### src/hw/rtl/pdcm_pkg.sv
// Package for the PWM duty capture meter.
// Payload structs, command/status structs, opcodes and sizing constants.
// No dependencies.
package pdcm_pkg;

  localparam int unsigned CounterSpan = 65536;
  localparam int unsigned SpanShift   = $clog2(CounterSpan);

  localparam int unsigned CapW   = 16;
  localparam int unsigned OvfW   = 32;
  localparam int unsigned TicksW = 48;
  localparam int unsigned DutyW  = 7;
  localparam int unsigned TotW   = TicksW + 1;  // ovf*span + cap stays below 2^49
  localparam int unsigned NumW   = TicksW + 8;  // high*100 and period<<7 both fit
  localparam int unsigned CntW   = $clog2(DutyW);

  localparam logic [DutyW-1:0] DutyMax   = DutyW'(100);
  localparam logic [NumW-1:0]  DutyScale = NumW'(100);

  // input beat opcodes
  localparam logic OpOverflow = 1'b0;
  localparam logic OpEdge     = 1'b1;

  typedef struct packed {
    logic            opcode;
    logic [CapW-1:0] capture_value;
  } in_t;

  typedef struct packed {
    logic [TicksW-1:0] high_ticks;
    logic [TicksW-1:0] period_ticks;
    logic [DutyW-1:0]  duty_percent;
    logic              zero_period;
  } out_t;

  typedef struct packed {
    logic ovf_inc;
    logic cap_load;
    logic total_calc;
    logic held_load;
    logic period_load;
    logic restart;
    logic mul;
    logic div_init;
    logic div_step;
    logic out_load;
  } cmd_t;

  typedef struct packed {
    logic div_skip;
    logic div_last;
  } status_t;

endpackage

### src/hw/rtl/pdcm_dpath.sv
// Datapath of the PWM duty capture meter: stamps, overflow count, span
// arithmetic, restoring divider and output register. Uses pdcm_pkg.
module pdcm_dpath (
  input  logic              clk_i,
  input  logic              rst_ni,
  input  pdcm_pkg::in_t     in_data_i,
  input  pdcm_pkg::cmd_t    cmd_i,
  output pdcm_pkg::status_t status_o,
  output pdcm_pkg::out_t    out_data_o
);

  logic [pdcm_pkg::OvfW-1:0]   ovf_q;
  logic [pdcm_pkg::CapW-1:0]   start_q;
  logic [pdcm_pkg::TicksW-1:0] held_q;

  logic [pdcm_pkg::CapW-1:0]   cap_q;
  logic [pdcm_pkg::TotW-1:0]   total_q;
  logic [pdcm_pkg::TicksW-1:0] period_q;
  logic [pdcm_pkg::NumW-1:0]   num_q;
  logic [pdcm_pkg::NumW-1:0]   rem_q;
  logic [pdcm_pkg::DutyW-1:0]  quot_q;
  logic [pdcm_pkg::CntW-1:0]   cnt_q;
  logic                        zp_q;
  pdcm_pkg::out_t              out_q;

  logic [pdcm_pkg::TotW-1:0]   start_ext;
  logic [pdcm_pkg::TotW-1:0]   diff;
  logic [pdcm_pkg::TicksW-1:0] span;
  logic                        period_zero;
  logic                        duty_sat;
  logic [pdcm_pkg::NumW-1:0]   divisor;
  logic [pdcm_pkg::NumW:0]     trial;
  logic [pdcm_pkg::DutyW-1:0]  duty;

  // span = total - start, clamped at zero below and at 48 bits above
  assign start_ext = pdcm_pkg::TotW'(start_q);
  assign diff      = total_q - start_ext;
  always_comb begin
    if (total_q < start_ext) begin
      span = '0;
    end else if (diff[pdcm_pkg::TotW-1:pdcm_pkg::TicksW] != '0) begin
      span = '1;
    end else begin
      span = diff[pdcm_pkg::TicksW-1:0];
    end
  end

  assign period_zero = (period_q == '0);
  // quotient of 128 or more can only clamp to 100
  assign duty_sat = (num_q >= (pdcm_pkg::NumW'(period_q) << pdcm_pkg::DutyW));
  assign divisor  = pdcm_pkg::NumW'(period_q) << cnt_q;
  assign trial    = {1'b0, rem_q} - {1'b0, divisor};
  assign duty     = (quot_q > pdcm_pkg::DutyMax) ? pdcm_pkg::DutyMax : quot_q;

  assign status_o.div_skip = period_zero || duty_sat;
  assign status_o.div_last = (cnt_q == '0);
  assign out_data_o        = out_q;

  always_ff @(posedge clk_i or negedge rst_ni) begin
    if (!rst_ni) begin
      ovf_q   <= '0;
      start_q <= '0;
      held_q  <= '0;
    end else begin
      if (cmd_i.ovf_inc && (ovf_q != '1)) begin
        ovf_q <= ovf_q + pdcm_pkg::OvfW'(1);
      end
      if (cmd_i.restart) begin
        ovf_q   <= '0;
        start_q <= cap_q;
      end
      if (cmd_i.held_load) begin
        held_q <= span;
      end
    end
  end

  always_ff @(posedge clk_i) begin
    if (cmd_i.cap_load) begin
      cap_q <= in_data_i.capture_value;
    end
    if (cmd_i.total_calc) begin
      total_q <= (pdcm_pkg::TotW'(ovf_q) << pdcm_pkg::SpanShift) + pdcm_pkg::TotW'(cap_q);
    end
    if (cmd_i.period_load) begin
      period_q <= span;
    end
    if (cmd_i.mul) begin
      num_q <= pdcm_pkg::NumW'(held_q) * pdcm_pkg::DutyScale;
    end
    if (cmd_i.div_init) begin
      zp_q  <= period_zero;
      rem_q <= num_q;
      cnt_q <= pdcm_pkg::CntW'(pdcm_pkg::DutyW - 1);
      if (!period_zero && duty_sat) begin
        quot_q <= pdcm_pkg::DutyMax;
      end else begin
        quot_q <= '0;
      end
    end
    if (cmd_i.div_step) begin
      if (!trial[pdcm_pkg::NumW]) begin
        rem_q         <= trial[pdcm_pkg::NumW-1:0];
        quot_q[cnt_q] <= 1'b1;
      end
      cnt_q <= cnt_q - pdcm_pkg::CntW'(1);
    end
    if (cmd_i.out_load) begin
      out_q.high_ticks   <= held_q;
      out_q.period_ticks <= period_q;
      out_q.duty_percent <= duty;
      out_q.zero_period  <= zp_q;
    end
  end

endmodule

### src/hw/rtl/pdcm_ctrl.sv
// Controller of the PWM duty capture meter: edge phase, sequencing of the
// span and divide steps, and output valid. Uses pdcm_pkg.
module pdcm_ctrl (
  input  logic              clk_i,
  input  logic              rst_ni,
  input  logic              in_valid_i,
  input  logic              in_opcode_i,
  output logic              in_stall_o,
  output logic              out_valid_o,
  input  logic              out_stall_i,
  input  pdcm_pkg::status_t status_i,
  output pdcm_pkg::cmd_t    cmd_o
);

  localparam logic [2:0] StIdle  = 3'd0;
  localparam logic [2:0] StTotal = 3'd1;
  localparam logic [2:0] StSpan  = 3'd2;
  localparam logic [2:0] StMul   = 3'd3;
  localparam logic [2:0] StChk   = 3'd4;
  localparam logic [2:0] StDiv   = 3'd5;
  localparam logic [2:0] StWait  = 3'd6;

  localparam logic [1:0] PhFirst  = 2'd0;
  localparam logic [1:0] PhHigh   = 2'd1;
  localparam logic [1:0] PhPeriod = 2'd2;

  logic [2:0] state_q, state_d;
  logic [1:0] phase_q, phase_d;
  logic       out_valid_q, out_valid_d;
  logic       out_free;

  assign in_stall_o  = (state_q != StIdle);
  assign out_valid_o = out_valid_q;
  assign out_free    = !out_valid_q || !out_stall_i;

  always_comb begin
    state_d     = state_q;
    phase_d     = phase_q;
    out_valid_d = out_valid_q && out_stall_i;
    cmd_o       = '0;
    unique case (state_q)
      StIdle: begin
        if (in_valid_i) begin
          if (in_opcode_i == pdcm_pkg::OpOverflow) begin
            cmd_o.ovf_inc = 1'b1;
          end else begin
            cmd_o.cap_load = 1'b1;
            state_d        = StTotal;
          end
        end
      end
      StTotal: begin
        cmd_o.total_calc = 1'b1;
        state_d          = StSpan;
      end
      StSpan: begin
        phase_d = PhHigh;
        unique case (phase_q)
          PhHigh: begin
            cmd_o.held_load = 1'b1;
            phase_d         = PhPeriod;
            state_d         = StIdle;
          end
          PhPeriod: begin
            cmd_o.period_load = 1'b1;
            cmd_o.restart     = 1'b1;
            state_d           = StMul;
          end
          default: begin
            // first rising edge, or the unused phase
            cmd_o.restart = 1'b1;
            state_d       = StIdle;
          end
        endcase
      end
      StMul: begin
        cmd_o.mul = 1'b1;
        state_d   = StChk;
      end
      StChk: begin
        cmd_o.div_init = 1'b1;
        state_d        = status_i.div_skip ? StWait : StDiv;
      end
      StDiv: begin
        cmd_o.div_step = 1'b1;
        if (status_i.div_last) begin
          state_d = StWait;
        end
      end
      StWait: begin
        if (out_free) begin
          cmd_o.out_load = 1'b1;
          out_valid_d    = 1'b1;
          state_d        = StIdle;
        end
      end
      default: begin
        state_d = StIdle;
      end
    endcase
  end

  always_ff @(posedge clk_i or negedge rst_ni) begin
    if (!rst_ni) begin
      state_q     <= StIdle;
      phase_q     <= PhFirst;
      out_valid_q <= 1'b0;
    end else begin
      state_q     <= state_d;
      phase_q     <= phase_d;
      out_valid_q <= out_valid_d;
    end
  end

  a_wait_loads: assert property (@(posedge clk_i) disable iff (!rst_ni)
    (state_q == StWait && out_free) |=> (out_valid_q && state_q == StIdle))
    else $error("result not posted after wait");

  a_edge_starts_span: assert property (@(posedge clk_i) disable iff (!rst_ni)
    (in_valid_i && !in_stall_o && in_opcode_i != pdcm_pkg::OpOverflow)
      |=> (state_q == StTotal))
    else $error("edge beat did not start span computation");

  a_div_after_restart: assert property (@(posedge clk_i) disable iff (!rst_ni)
    (state_q == StDiv || state_q == StChk) |-> (phase_q == PhHigh))
    else $error("divide running without restarted phase");

endmodule

### src/hw/rtl/pwm_duty_capture_meter_top.sv
// PWM duty capture meter, top level.
// Joins pdcm_ctrl and pdcm_dpath; uses pdcm_pkg for payload types.

// Feed timer overflow beats (opcode 0) and edge capture beats (opcode 1) in
// arrival order; edges alternate rising, falling, rising from reset. An overflow
// beat is taken without a stall. A first rising or falling edge holds the input
// stalled for the total sum, then the span clamp. The rising edge that closes a
// period also holds it through the multiply and the 7-step restoring divider
// that forms the duty quotient (skipped when the period is zero or the duty
// clamps to 100), and while the previous result waits in the output register.
// One result beat appears per closing edge; all counts are in timer ticks.
module pwm_duty_capture_meter_top (
  input  logic           clk_i,
  input  logic           rst_ni,
  input  logic           in_valid_i,
  output logic           in_stall_o,
  input  pdcm_pkg::in_t  in_data_i,
  output logic           out_valid_o,
  input  logic           out_stall_i,
  output pdcm_pkg::out_t out_data_o
);

  pdcm_pkg::cmd_t    cmd;
  pdcm_pkg::status_t status;

  pdcm_ctrl u_ctrl (
    .clk_i       (clk_i),
    .rst_ni      (rst_ni),
    .in_valid_i  (in_valid_i),
    .in_opcode_i (in_data_i.opcode),
    .in_stall_o  (in_stall_o),
    .out_valid_o (out_valid_o),
    .out_stall_i (out_stall_i),
    .status_i    (status),
    .cmd_o       (cmd)
  );

  pdcm_dpath u_dpath (
    .clk_i      (clk_i),
    .rst_ni     (rst_ni),
    .in_data_i  (in_data_i),
    .cmd_i      (cmd),
    .status_o   (status),
    .out_data_o (out_data_o)
  );

endmodule

### config.mk
export PLATFORM = sky130hd
export DESIGN_NAME = pwm_duty_capture_meter_top
export DESIGN_NICKNAME = d
export VERILOG_FILES = /design/src/hw/rtl/pdcm_pkg.sv /design/src/hw/rtl/pdcm_dpath.sv /design/src/hw/rtl/pdcm_ctrl.sv /design/src/hw/rtl/pwm_duty_capture_meter_top.sv
export SDC_FILE = /design/constraint.sdc
export NUM_CORES = 1
export LEC_CHECK = 0
export ABC_AREA = 0
export BUFFER_PORTS_ARGS = -buffer_cell sky130_fd_sc_hd__buf_2
export CORE_MARGIN = 2
export CORE_UTILIZATION = 54
export DETAILED_ROUTE_END_ITERATION = 10
export PLACE_DENSITY_LB_ADDON = 0.08
export SYNTH_ARGS = -nofsm -noshare
export SYNTH_HDL_FRONTEND = slang
export SYNTH_SLANG_ARGS = --single-unit
### constraint.sdc
create_clock -name clk_i -period 10.4 [get_ports clk_i]
set_clock_uncertainty 0.05 [all_clocks]
set_input_delay 1.56 -clock clk_i [delete_from_list [all_inputs] [get_ports clk_i]]
set_output_delay 1.56 -clock clk_i [all_outputs]
set_load 0.02 [all_outputs]
==> Flow_metrics.wiki <==
{| class="wikitable"
! Metric !! Value
|-
| Outcome || completed
|-
| Synth unique cells || 86
|-
| Number of clock sinks || 438
|-
| Static Leak || 13.5 nW
|-
| Type of element launching the critical path || register
|-
| Y dimension of the die || 232 um
|-
| Period Utilization, post-route || 56.5%
|-
| Measured slew at the worst slew-check pin || 1.10 ns
|-
| Warnings, synthesis || 0
|-
| Headroom to the max-slew limit || 26.6%
|-
| Hold buffer count at CTS || 0
|-
| Vias || 20,700
|-
| Insertion delay of the later-clocked pin in the worst-skew pair || 0.58 ns
|-
| Fraction of layout instances using a drive strength above 1 || 11.1%
|-
| Synth Area per Inst || 10.4 sq um
|-
| Required arrival time at the worst endpoint || 10.82 ns
|-
| Number of placed I/O pins || 127
|-
| First-pass detailed-route iteration total || 5
|-
| DRC Markers || 0
|-
| Largest buffer count on any clock path || 3
|-
| PortBufs || 126
|-
| Type of the worst setup path || reg -> reg
|-
| Most used standard cell by instance count after synthesis || sky130_fd_sc_hd__inv_1
|-
| Number of buffers added by the clock tree synthesis step || 47
|-
| Routed length per instance || 20.4 um
|-
| Setup TNS Final || 0 ns
|-
| Std-Cell Core Area || 51,400 sq um
|-
| Clock transition at path regs || 0.06 ns
|-
| P per Cell Area || 362 nW/um^2
|-
| Post-Route Hold Slack || 0.380 ns
|-
| CTS root buffer || sky130_fd_sc_hd__clkbuf_16
|-
| Largest net degree at the start of global routing || 93
|-
| Die width || 232 um
|-
| Max-slew violation count || 0
|-
| Crit. End Element || register
|-
| Total inserted antenna cells || 0
|-
| Number of nets in the layout || 3,159
|-
| Initial Utilization || 54.8%
|-
| Count of maximum capacitance violations || 0
|-
| Routed Antenna Nets || 0
|-
| Setup repair after global routing missed its margin || no
|-
| Total grt overflow || 0
|-
| Syn Inst Count || 2,719
|-
| DRT Wirelength || 72,100 um
|-
| Class of the worst hold path || reg -> reg
|-
| Shortest period the worst path allows || 5.87 ns
|-
| Share of synthesized area occupied by flip-flops and latches || 42.6%
|-
| Highest ir drop seen on vdd || 0.173 mV
|-
| FF+latch count, synth || 438
|-
| Number of global-route vias before repair || 20,400
|-
| Async set-reset flop share out of synthesis || 23.3%
|-
| Via density per instance || 5.86
|-
| Synthesized netlist net count || 3,055
|-
| Area overhead of the layout relative to synthesis || 10.2%
|-
| Number of enable-type register cells in the synthesized netlist || 273
|-
| Drt initial violations || 1,575
|-
| Row Count || 83
|-
| Setup violators final || 0
|-
| Number of antenna violations at the first check in global routing || 2
|-
| CTS tree || done
|-
| Floorplan die area || 54,000 sq um
|-
| Gpl congestion || 0.903
|-
| Leading post-synthesis cells by cell area || sky130_fd_sc_hd__edfxtp_1 29%, sky130_fd_sc_hd__ha_1 12%, sky130_fd_sc_hd__dfrtp_1 9.1%
|-
| Wire length of the first global-routing pass || 113,000 um
|-
| H-tree levels || 2
|-
| Quantity of gates resized following cts || 0
|-
| Detailed placement HPWL || 54,900 um
|-
| Library cell with the largest summed area after synthesis || sky130_fd_sc_hd__edfxtp_1
|-
| Setup Fix Bufs, Post-CTS || 0
|-
| CP Data Arrival Time || 6.29 ns
|-
| Hold violation count in the final report || 0
|-
| Top cell type's share of synthesized area || 29.1%
|-
| Synth Cell Area || 28,200 sq um
|-
| Most frequently used flop master after synthesis || sky130_fd_sc_hd__edfxtp_1
|-
| Upper clock frequency limit || 170 MHz
|-
| Most frequent cells after synthesis || 309 x sky130_fd_sc_hd__inv_1, 273 x sky130_fd_sc_hd__edfxtp_1, 270 x sky130_fd_sc_hd__ha_1
|-
| Worst Path Max Fanout || 92
|-
| Tot GR Track Use || 26.9%
|}
per-stage QoR:
step | utilization [%] | power, mW | cell area (sq um) | std cells | worst slack (ns)
6_report | 60.4 | 11.2 | 31100 | 3540 | 4.53
5_1_grt | 60.4 | 12.3 | 31100 | 3540 | 4.00
4_1_cts | 60.4 | 11.2 | 31100 | 3540 | 4.49
3_5_place_dp | 57.4 | 9.44 | 29500 | 3454 | 4.54
3_3_place_gp | 57.4 | 9.35 | 29500 | 3454 | 4.71
2_1_floorplan | - | 7.91 | 28200 | 2719 | 3.28
final timing paths:
path | startpoint | end | slack [ns] | depth (start not counted)
worst max-delay path | u_dpath.cnt_q[0] | u_dpath.quot_q[5] | 4.53 | 16
worst min-delay path | u_dpath.zp_q | u_dpath.out_data_o[0] | 0.38 | 0
worst max register to register | u_dpath.cnt_q[0] | u_dpath.quot_q[5] | 4.53 | 16
worst min register to register | u_dpath.zp_q | u_dpath.out_data_o[0] | 0.38 | 0
max in group asynchronous | rst_ni | u_dpath.start_q[0] | 8.06 | 2
min in group asynchronous | rst_ni | u_dpath.ovf_q[23] | 0.87 | 1
layout make-up:
| class | count | area, sq um |
|---|---|---|
| Fill cell | 4321 | 20400 |
| Clock buffer | 67 | 1380 |
| Timing Repair Buffer | 146 | 783 |
| Multi-Input combinational cell | 1879 | 14700 |
| Sequential cell | 438 | 12000 |
| Clock inverter | 19 | 188 |
| Inverter | 311 | 1170 |
| Tap cell | 680 | 851 |
per-layer routing:
layer  global-route usage, %  wire [um]  up-vias
li1                        -          -    10000
met1                    39.0      33600    10000
met2                    42.8      32700      603
met3                    3.46       4080       94
met4                    6.63       1640        0
met5                       0          0        -
where the power goes:
part | internal, mW | switching [mW] | total [mW]
combinational | 2.66 | 3.90 | 6.57
sequential | 2.56 | 0.402 | 2.97
clock | 0.995 | 0.698 | 1.69
critical path: stages (launching register included):
cell and delay [ns]:
sky130_fd_sc_hd__edfxtp_1 0.35, sky130_fd_sc_hd__buf_4 0.63, sky130_fd_sc_hd__mux2i_1 0.32, sky130_fd_sc_hd__nand2b_1 0.16
sky130_fd_sc_hd__inv_1 0.07, sky130_fd_sc_hd__fa_1 0.41, sky130_fd_sc_hd__nand2b_1 0.19, sky130_fd_sc_hd__a21oi_1 0.27
sky130_fd_sc_hd__o21ai_1 0.21, sky130_fd_sc_hd__o21ai_1 0.43, sky130_fd_sc_hd__o31a_1 0.32, sky130_fd_sc_hd__o21ai_1 0.14
sky130_fd_sc_hd__a211oi_1 0.34, sky130_fd_sc_hd__o311a_4 0.37, sky130_fd_sc_hd__buf_4 0.73, sky130_fd_sc_hd__inv_1 0.38
sky130_fd_sc_hd__o311ai_0 0.35
state kept, by name, indices dropped and copies added (netlist names), 7 cells and up:
name	count
u_dpath.start_q	16
u_dpath.num_q	53
u_dpath.ovf_q	32
u_dpath.held_q	48
u_dpath.quot_q	7
u_dpath.rem_q	56
u_dpath.total_q	48
u_dpath.cap_q	16
u_dpath.period_q	48
u_dpath.out_data_o	104
cells in the final DEF, fill, tap and decap left out, types with 14 or more instances in the layout:
master                      instances
sky130_fd_sc_hd__inv_1            309
sky130_fd_sc_hd__edfxtp_1         273
sky130_fd_sc_hd__ha_1             270
sky130_fd_sc_hd__nand2_1          211
sky130_fd_sc_hd__a21oi_1          176
sky130_fd_sc_hd__nor2_1           150
sky130_fd_sc_hd__o21ai_0          141
sky130_fd_sc_hd__buf_2            125
sky130_fd_sc_hd__dfrtp_1          102
sky130_fd_sc_hd__mux2i_1           78
sky130_fd_sc_hd__a21o_1            78
sky130_fd_sc_hd__xnor2_1           75
sky130_fd_sc_hd__xor2_1            66
sky130_fd_sc_hd__dfxtp_1           63
sky130_fd_sc_hd__clkbuf_16         50
sky130_fd_sc_hd__nand3_1           47
sky130_fd_sc_hd__fa_1              45
sky130_fd_sc_hd__mux4_2            38
sky130_fd_sc_hd__nand4_1           37
sky130_fd_sc_hd__and2_1            33
sky130_fd_sc_hd__a211oi_1          30
sky130_fd_sc_hd__nor3_1            28
sky130_fd_sc_hd__or3_1             28
sky130_fd_sc_hd__o31ai_1           28
sky130_fd_sc_hd__o21a_1            26
sky130_fd_sc_hd__a31oi_1           26
sky130_fd_sc_hd__nor2b_1           25
sky130_fd_sc_hd__mux2_2            25
sky130_fd_sc_hd__nor4_1            24
sky130_fd_sc_hd__buf_4             21
sky130_fd_sc_hd__and3_1            17
sky130_fd_sc_hd__nand2b_1          14
sky130_fd_sc_hd__o21bai_1          14
cells by family (layout without fill, tap and decap cells):
family          after synthesis  in the layout  synth area share (%)
xor+xnor                    141            141                  4.38
fa+ha+maj                   315            315                  15.2
flops                       438            438                  42.6
compound gates              617            617                  14.0
simple gates                665            665                  11.6
mux                         141            141                  6.81
buf+inv                     402            543                  5.45
No activity file was read; power rests on OpenSTA's default activity.
